[config.mk]
export PLATFORM = sky130hd
export DESIGN_NAME = radix_digit_converter
export DESIGN_NICKNAME = d
export VERILOG_FILES = /design/src/rtl/rdc_pkg.sv /design/src/rtl/radix_digit_converter.sv
export SDC_FILE = /design/constraint.sdc
export NUM_CORES = 1
export LEC_CHECK = 0
export BUFFER_PORTS_ARGS = -buffer_cell sky130_fd_sc_hd__buf_2
export CAP_MARGIN = 5
export CORE_ASPECT_RATIO = 0.8
export CORE_UTILIZATION = 54
export DETAILED_ROUTE_END_ITERATION = 8
export HOLD_SLACK_MARGIN = 0.08
export PLACE_DENSITY = 0.75
export SYNTH_ARGS = -nofsm -noshare
export SYNTH_HDL_FRONTEND = slang
export SYNTH_SLANG_ARGS = --single-unit
[constraint.sdc]
create_clock -name clk_i -period 2.3 [get_ports clk_i]
set_input_delay 0.46 -clock clk_i [delete_from_list [all_inputs] [get_ports clk_i]]
set_output_delay 0.46 -clock clk_i [all_outputs]
set_load 0.005 [all_outputs]
[src/rtl/rdc_pkg.sv]
// Shared types and constants for the radix digit converter.
`timescale 1ns / 1ps

package rdc_pkg;

  localparam int unsigned ValueBits  = 10;
  localparam int unsigned RadixBits  = 4;
  localparam int unsigned DigitBits  = 4;
  localparam int unsigned StackDepth = 10;
  localparam int unsigned LevelBits  = $clog2(StackDepth + 1);
  localparam int unsigned CntBits    = $clog2(ValueBits);
  localparam logic [RadixBits-1:0] MinRadix = RadixBits'(2);
  localparam logic [RadixBits-1:0] MaxRadix = RadixBits'(10);

  typedef struct packed {
    logic [ValueBits-1:0] value;
    logic [RadixBits-1:0] radix;
  } rdc_in_t;

  typedef struct packed {
    logic [DigitBits-1:0] digit;
    logic                 last;
    logic                 bad_radix;
    logic                 empty_res;
  } rdc_out_t;

endpackage

[src/rtl/radix_digit_converter.sv]
// Top level: unsigned value to base-N digits, bit-serial division, digit stack.
`timescale 1ns / 1ps

// Usage:
//   Pulse start with an item on item_i while busy is low; the item is taken
//   at that edge. Results appear on result_o for one cycle each, marked by
//   result_valid_o, most significant digit first; last marks the final one.
//   The receiver cannot stall the results.
// Sequence:
//   A bad base or a zero value gives its single result in the cycle after the
//   item, and the block is ready again at once.
//   Otherwise each digit is the remainder of a full division by the base on
//   the shared restoring divider (one quotient bit per cycle); all digits are
//   divided out before the stack is popped, one digit per cycle. busy is high
//   from the cycle after acceptance until the last digit is shown; the next
//   item can be taken in the cycle of the last digit.
// Reset:
//   rst_ni clears the sequencer, the stack level and the result strobe; the
//   digit stack itself is not cleared.
module radix_digit_converter (
  input  logic             clk_i,
  input  logic             rst_ni,
  input  logic             start,
  output logic             busy,
  input  rdc_pkg::rdc_in_t item_i,
  output logic             result_valid_o,
  output rdc_pkg::rdc_out_t result_o
);

  localparam int unsigned VB = rdc_pkg::ValueBits;
  localparam int unsigned LB = rdc_pkg::LevelBits;
  localparam int unsigned CB = rdc_pkg::CntBits;
  localparam int unsigned RB = rdc_pkg::RadixBits;
  localparam int unsigned DB = rdc_pkg::DigitBits;

  localparam logic [1:0] StIdle = 2'd0;
  localparam logic [1:0] StDiv  = 2'd1;
  localparam logic [1:0] StEmit = 2'd2;

  logic [1:0]    state_q, state_d;
  logic [VB-1:0] quo_q, quo_d;
  logic [RB-1:0] rem_q, rem_d;
  logic [RB-1:0] radix_q, radix_d;
  logic [CB-1:0] cnt_q, cnt_d;
  logic [LB-1:0] level_q, level_d;
  logic          valid_q, valid_d;
  rdc_pkg::rdc_out_t res_q, res_d;

  logic [DB-1:0] stack_q [rdc_pkg::StackDepth];
  logic          push;

  // one restoring-division step
  logic [RB:0]   rem_sh;
  logic          ge;
  logic [RB-1:0] rem_nx;
  logic [VB-1:0] quo_nx;
  logic          accept;
  logic          radix_bad;
  logic [LB-1:0] level_m1;

  assign rem_sh   = {rem_q, quo_q[VB-1]};
  assign ge       = rem_sh >= {1'b0, radix_q};
  assign rem_nx   = ge ? RB'(rem_sh - {1'b0, radix_q}) : rem_sh[RB-1:0];
  assign quo_nx   = {quo_q[VB-2:0], ge};
  assign accept   = start && !busy;
  assign radix_bad = (item_i.radix < rdc_pkg::MinRadix) || (item_i.radix > rdc_pkg::MaxRadix);
  assign level_m1 = level_q - LB'(1);
  assign push     = (state_q == StDiv) && (cnt_q == CB'(VB - 1))
                    && (level_q < LB'(rdc_pkg::StackDepth));

  always_comb begin
    state_d = state_q;
    quo_d   = quo_q;
    rem_d   = rem_q;
    radix_d = radix_q;
    cnt_d   = cnt_q;
    level_d = level_q;
    valid_d = 1'b0;
    res_d   = res_q;
    unique case (state_q)
      StIdle: begin
        if (accept) begin
          if (radix_bad) begin
            valid_d = 1'b1;
            res_d   = '{digit: '0, last: 1'b1, bad_radix: 1'b1, empty_res: 1'b0};
          end else if (item_i.value == '0) begin
            valid_d = 1'b1;
            res_d   = '{digit: '0, last: 1'b1, bad_radix: 1'b0, empty_res: 1'b1};
          end else begin
            quo_d   = item_i.value;
            rem_d   = '0;
            radix_d = item_i.radix;
            cnt_d   = '0;
            level_d = '0;
            state_d = StDiv;
          end
        end
      end
      StDiv: begin
        quo_d = quo_nx;
        rem_d = rem_nx;
        cnt_d = cnt_q + CB'(1);
        if (cnt_q == CB'(VB - 1)) begin
          cnt_d = '0;
          rem_d = '0;
          if (push) level_d = level_q + LB'(1);
          // quotient exhausted: all digits are on the stack
          if (quo_nx == '0) state_d = StEmit;
        end
      end
      StEmit: begin
        valid_d = 1'b1;
        res_d   = '{digit: stack_q[level_m1], last: (level_q == LB'(1)),
                    bad_radix: 1'b0, empty_res: 1'b0};
        level_d = level_m1;
        if (level_q == LB'(1)) state_d = StIdle;
      end
      default: state_d = StIdle;
    endcase
  end

  always_ff @(posedge clk_i or negedge rst_ni) begin
    if (!rst_ni) begin
      state_q <= StIdle;
      cnt_q   <= '0;
      level_q <= '0;
      valid_q <= 1'b0;
    end else begin
      state_q <= state_d;
      cnt_q   <= cnt_d;
      level_q <= level_d;
      valid_q <= valid_d;
    end
  end

  always_ff @(posedge clk_i) begin
    quo_q   <= quo_d;
    rem_q   <= rem_d;
    radix_q <= radix_d;
    res_q   <= res_d;
    if (push) stack_q[level_q] <= rem_nx;
  end

  assign busy           = (state_q != StIdle);
  assign result_valid_o = valid_q;
  assign result_o       = res_q;

  a_bad_is_last: assert property (@(posedge clk_i) disable iff (!rst_ni)
    result_valid_o && (result_o.bad_radix || result_o.empty_res) |-> result_o.last)
    else $error("error or empty result without last");

  a_quiet_in_div: assert property (@(posedge clk_i) disable iff (!rst_ni)
    state_q == StDiv |-> !result_valid_o)
    else $error("result shown while dividing");

  a_emit_level: assert property (@(posedge clk_i) disable iff (!rst_ni)
    state_q == StEmit |-> (level_q != '0) && (level_q <= LB'(rdc_pkg::StackDepth)))
    else $error("stack level out of range while emitting");

  a_last_idle: assert property (@(posedge clk_i) disable iff (!rst_ni)
    result_valid_o && result_o.last |-> !busy)
    else $error("last result while still busy");

endmodule

* Word-level counts from Yosys, hierarchy flattened
Memories as Yosys holds them, arrays and structs flattened.
Cells that the tools add are included.
Widths: inputs -> output; s select.
** Word-level totals
- Bits in writable memories :: 40
- Memories :: 1
- Bits in registers :: 36
- Word-level logic and storage cells :: 83
- Output and inout bits :: 9
** Memories
- stack_q :: words 10, bits a word 4, rd ports 1, clocked after memory_dff 0, wr ports 1, RTL line radix_digit_converter.sv:49 : logic [DB-1:0] stack_q [rdc_pkg::StackDepth];
** Cells by class
- $add $sub $neg :: 4
- Multiplexer cells :: 32
- Equal/unequal tests :: 12
- Order comparisons :: 4
- Reduce and logical (&&, ||, !) cells :: 17
- Bitwise logic cells :: 2
** Operators with widths (count)
- $mux 4 :: 8
- $mux 10 :: 3
- $mux 7 :: 3
- $logic_not 10->1 :: 2
- $pmux 10 s2 :: 1
- $pmux 4 s2 :: 2
- $pmux 7 s2 :: 1
- $mux 2 :: 6
- $pmux 4 s3 :: 1
- $reduce_and 6->1 :: 2
- $ne 2x2->1 const B :: 5
- $add 4x1->4 const B :: 2
- $reduce_and 4->1 :: 2
- $pmux 2 s3 :: 1
- $reduce_bool 2->1 :: 3
- $ge 5x4->1 :: 1
- $mux 1 :: 5
- $eq 4x1->1 const B :: 1
- $eq 4x4->1 const B :: 1
- $gt 4x4->1 const B :: 1
- $lt 4x2->1 const B :: 1
- $lt 4x4->1 const B :: 1
- $ne 2x1->1 const B :: 2
- $sub 4x1->4 const B :: 1
- 12 further kinds :: 15

* Logic depth before layout (Yosys ltp)
- Depth after elaboration :: 6
- Depth in mapped cells :: 9
- Gate-level depth less buffers :: 7

* Worst setup path before layout
OpenSTA, ideal clock, no wires.
- Path kind :: input to register
- Start :: input port item_i[0] (netlist bit)
- End :: register cnt_q[2]
- Data required time :: 2179 ps
- Data arrival time :: 2291 ps
- Setup slack :: -112 ps
- Stages on the path :: 5
- Path through :: a21o_1 > a211o_1 > o31ai_2 > o21ai_0 > a22o_1
** On the way
- Word-level cells in the longest chain between the ends :: 4
- Elaborated cells on any way between the ends :: 5
** RTL lines
- start: declaration :: RTL line radix_digit_converter.sv:25 : input rdc_pkg::rdc_in_t item_i,
- $lt 4x2->1 or $gt 4x4->1 (tied branches) :: RTL line radix_digit_converter.sv:66 : assign radix_bad = (item_i.radix < rdc_pkg::MinRadix) || (item_i.radix > rdc_pkg::MaxRadix);
- $logic_or 1x1->1 (*) :: RTL line radix_digit_converter.sv:66
- $ne 2x2->1 (no line) (*)
- $reduce_and 4->1 (no line) (*)
- end signal: assignment :: RTL line radix_digit_converter.sv:130 : cnt_q <= cnt_d;
- end: declaration :: RTL line radix_digit_converter.sv:44 : logic [CB-1:0] cnt_q, cnt_d;
Every way passes the cells marked *; elsewhere a longest branch is shown, timed or not.
A chain may end at the register's enable or synchronous reset.

* Final worst setup path
- Start :: register rem_q[0]
- End :: memory stack_q[5][2] (netlist bit), data pin
** On the way
- Word-level cells in the longest chain between the ends :: 2
- Elaborated cells on any way between the ends :: 3
** RTL lines
- start: declaration :: RTL line radix_digit_converter.sv:42 : logic [RB-1:0] rem_q, rem_d;
- start signal: assignment :: RTL line radix_digit_converter.sv:138 : rem_q <= rem_d;
- $sub 4x4->4 or $ge 5x4->1 (tied branches) :: RTL line radix_digit_converter.sv:63, radix_digit_converter.sv:62
- $mux 4 (*) :: RTL line radix_digit_converter.sv:63 : assign rem_nx = ge ? RB'(rem_sh - {1'b0, radix_q}) : rem_sh[RB-1:0];
- net rem_nx[2] :: RTL line radix_digit_converter.sv:55 : logic [RB-1:0] rem_nx;
- end: declaration :: RTL line radix_digit_converter.sv:49
The timed path passes the listed nets; every way through them passes the cells marked *.

==> flow_summary.toml <==
[synth]
synth_edf_count = 65
synthAdderAreaFrac_pct = 5.63
synth_mux_area_share_pct = 11.2
yosysTopAreaCell = "edfxtp_1"
ys_seq_area_share_pct = 60.4
synth_top_area_share_pct = 53.0
syn_nets = 294
async_reset_ff_share_pct = 14.5
synthXorXnorAreaFrac_pct = 1.19
synth_ff_type = "edfxtp_1"
yosys.area_share.simple_pct = 11.5
synthDistinctLibCells = 47
synth_area_per_cell_sq_um = 14.1
synth_top_family_by_area = "simple AND/OR/NAND/NOR gates"
synthTopCellsByArea = "edfxtp_1, dfrtp_1, ha_1, mux4_2, mux2_2"
synth_compound_gate_area_share_pct = 7.40
yosysWarnings = 0
netlist_area_sq_um = 3690
ys_seq_elements = 76
syn_inst = 261

[clocking]
tritoncts = "done"
cts-root-buf = "clkbuf_8"
cts_max_path_buffers = 2
numCtsBuffers = 9
cts.sinks = 76
clk_latency_ps = 350
clk_pin_slew_ps = 90
h-tree-depth = 3

[pwr]
p_leak_nw = 1.65
vdd_drop_max_mv = 0.619
power_density_nw_per_um2 = 1330

[sta]
setup_viol = 0
rsz0062_at_grt = "false"
finalHoldViolCount = 0
max_freq_mhz = 444
period_share_pct = 97.9
worst-slew-pin-transition_ps = 664
worst_slew_margin_rel_pct = 55.4
post-route-min-period_ps = 2250
report.final.slew_viol_count = 0
tns_ps = 0
fin_skew_ps = 12.9

[worst_setup_path]
rr_endpoint = "stack_q[5][2]"
startpoint = "rem_q[0]"
startpoint_type = "register"
r2r_start = "rem_q[0]"
r2r_slack_ps = 50
crit_fanout = 10
crit_type = "reg -> reg"
cp.required_ps = 2390
cp-end-kind = "register"
arrival_ps = 2340
r2r_cells = 7

[finish]
syn2layout_area_growth_pct = 16.6
antenna_cells = 0
fin_util_pct = 66.4
finalNetCount = 345
drive_gt1_share_pct = 30.3

[global_route]
grt_usage_pct = 22.5
grt_start_max_net_pins = 24
grt_first_pass_wirelength_microns = 11500
grt_antenna_before_repair = 0
grt_overflow = 0
grt_pass1_vias = 2277

[outcome]
status = "completed"

[floorplan]
start_util_pct = 56.9
coreArea_sq_um = 6470
io_pins = 26
die_width_microns = 94.4
dieArea_sq_um = 7160
rows = 26
die_y_microns = 75.9

[routing]
drc = 0
viasPerCell = 5.63
dr.first_iter.drc_count = 194
dr_total_vias = 2257
wl_microns = 7250
wl_per_cell_microns = 18.1
ant_nets = 0
dr.pass1.iters = 4

[hold_path]
hold_path_depth = 1
worstHoldStart = "item_i[0]"
hp-class = "in -> reg"
whs_endpoint = "radix_q[0]"

[placement]
gp_congestion = 0.846
port_buffers = 25
dp_hpwl_microns = 5480

[run]
drv_cap = 0
## state kept, by name, summed over array words and instances, names as in the netlist
name            cells
level_q             4
radix_q             4
result_valid_o      1
result_o            7
cnt_q               4
rem_q               4
state_q             2
stack_q            40
quo_q              10
## layer usage
layer  track usage [%]  vias up  wire length, microns
met2              34.9       48                  3300
li1                  -     1088                     -
met4              5.81        0                    34
met5                 0        -                     0
met1              31.8     1119                  3620
met3              5.99        2                   292
## final cells by class
class | instances | area (sq um)
fillers | 477 | 2170
flip-flops and latches | 76 | 2230
well taps | 84 | 105
inverters | 16 | 60.1
clock buffers | 9 | 124
repair buffers | 47 | 318
multi-input cells | 162 | 1390
clock inverters | 7 | 76.3
## repair_timing
action	CTS	global route
endpoints found under the hold margin	11	0
pin swaps	0	1
buffers inserted	1	0
setup endpoints to repair	40	21
resized for setup	3	2
hold buffers	1	0
## cell usage in the layout, fill, tap and decap left out, drive strengths merged, types with 7 or more instances in the layout
cell,instances
dfrtp,11
mux2i,9
mux2,12
o21ai,7
mux4,8
nor2,12
a211oi,8
nor3,7
and2,12
inv,17
ha,15
clkbuf,9
a21oi,7
nand2,16
buf,46
edfxtp,65
nor2b,7
## worst max-delay path: stages, from the launching register on
cell	delay, ps
edfxtp_1	410
ha_1	300
nor2b_1	150
o31a_1	270
buf_4	160
nor2_2	140
mux2_2	370
buf_4	180
## worst max path at each step
stage,depth (start not counted),to
CTS,7,stack_q[5][2]
global route,8,stack_q[4][2]
finish,7,stack_q[5][2]
global placement,4,stack_q[5][3]
floorplan,4,result_o[0]
detailed placement,4,stack_q[4][3]
## cells in the mapped netlist (3+ instances only)
master / count
mux4_2: 8
edfxtp_1: 65
clkbuf_1: 3
a21oi_1: 7
a211oi_1: 8
and2_1: 12
ha_1: 15
buf_4: 3
nand2_1: 16
or2_2: 3
xnor2_1: 3
inv_1: 16
nor2_1: 12
mux2i_1: 9
mux2_2: 10
nor4_1: 5
nor3_1: 6
nor2b_1: 7
o21ai_0: 7
dfrtp_1: 11
## stage by stage
step / std cells / hold slack [ps] / power, W / setup slack, ps / area (sq um)
global route: 401 / 287 / 0.00606 / 1.77 / 4300
detailed placement: 383 / 354 / 0.00469 / -232 / 4060
finish: 401 / 296 / 0.00574 / 48.4 / 4300
global placement: 383 / 354 / 0.00458 / 8.25 / 4060
CTS: 401 / 285 / 0.00574 / 6.01 / 4290
floorplan: 261 / 164 / 0.00376 / 3.87 / 3700
## cell families after synthesis
| kind of cell | after synthesis |
|---|---|
| adder cells (fa/ha/maj) | 16 |
| multiplexers | 29 |
| XOR/XNOR | 5 |
| AND/OR/NAND/NOR | 74 |
| flip-flops | 76 |
| buffers and inverters | 23 |
| AO/OA/AOI/OAI | 38 |
## report_power, final
| part | internal, W | leakage, nW | switching, W |
|---|---|---|---|
| logic | 0.00106 | 0.817 | 0.00140 |
| registers | 0.00210 | 0.739 | 0.000154 |
| clock network | 0.000506 | 0.0974 | 0.000509 |
| total | 0.00367 | 1.65 | 0.00206 |
(Power assumes the default switching activity.)
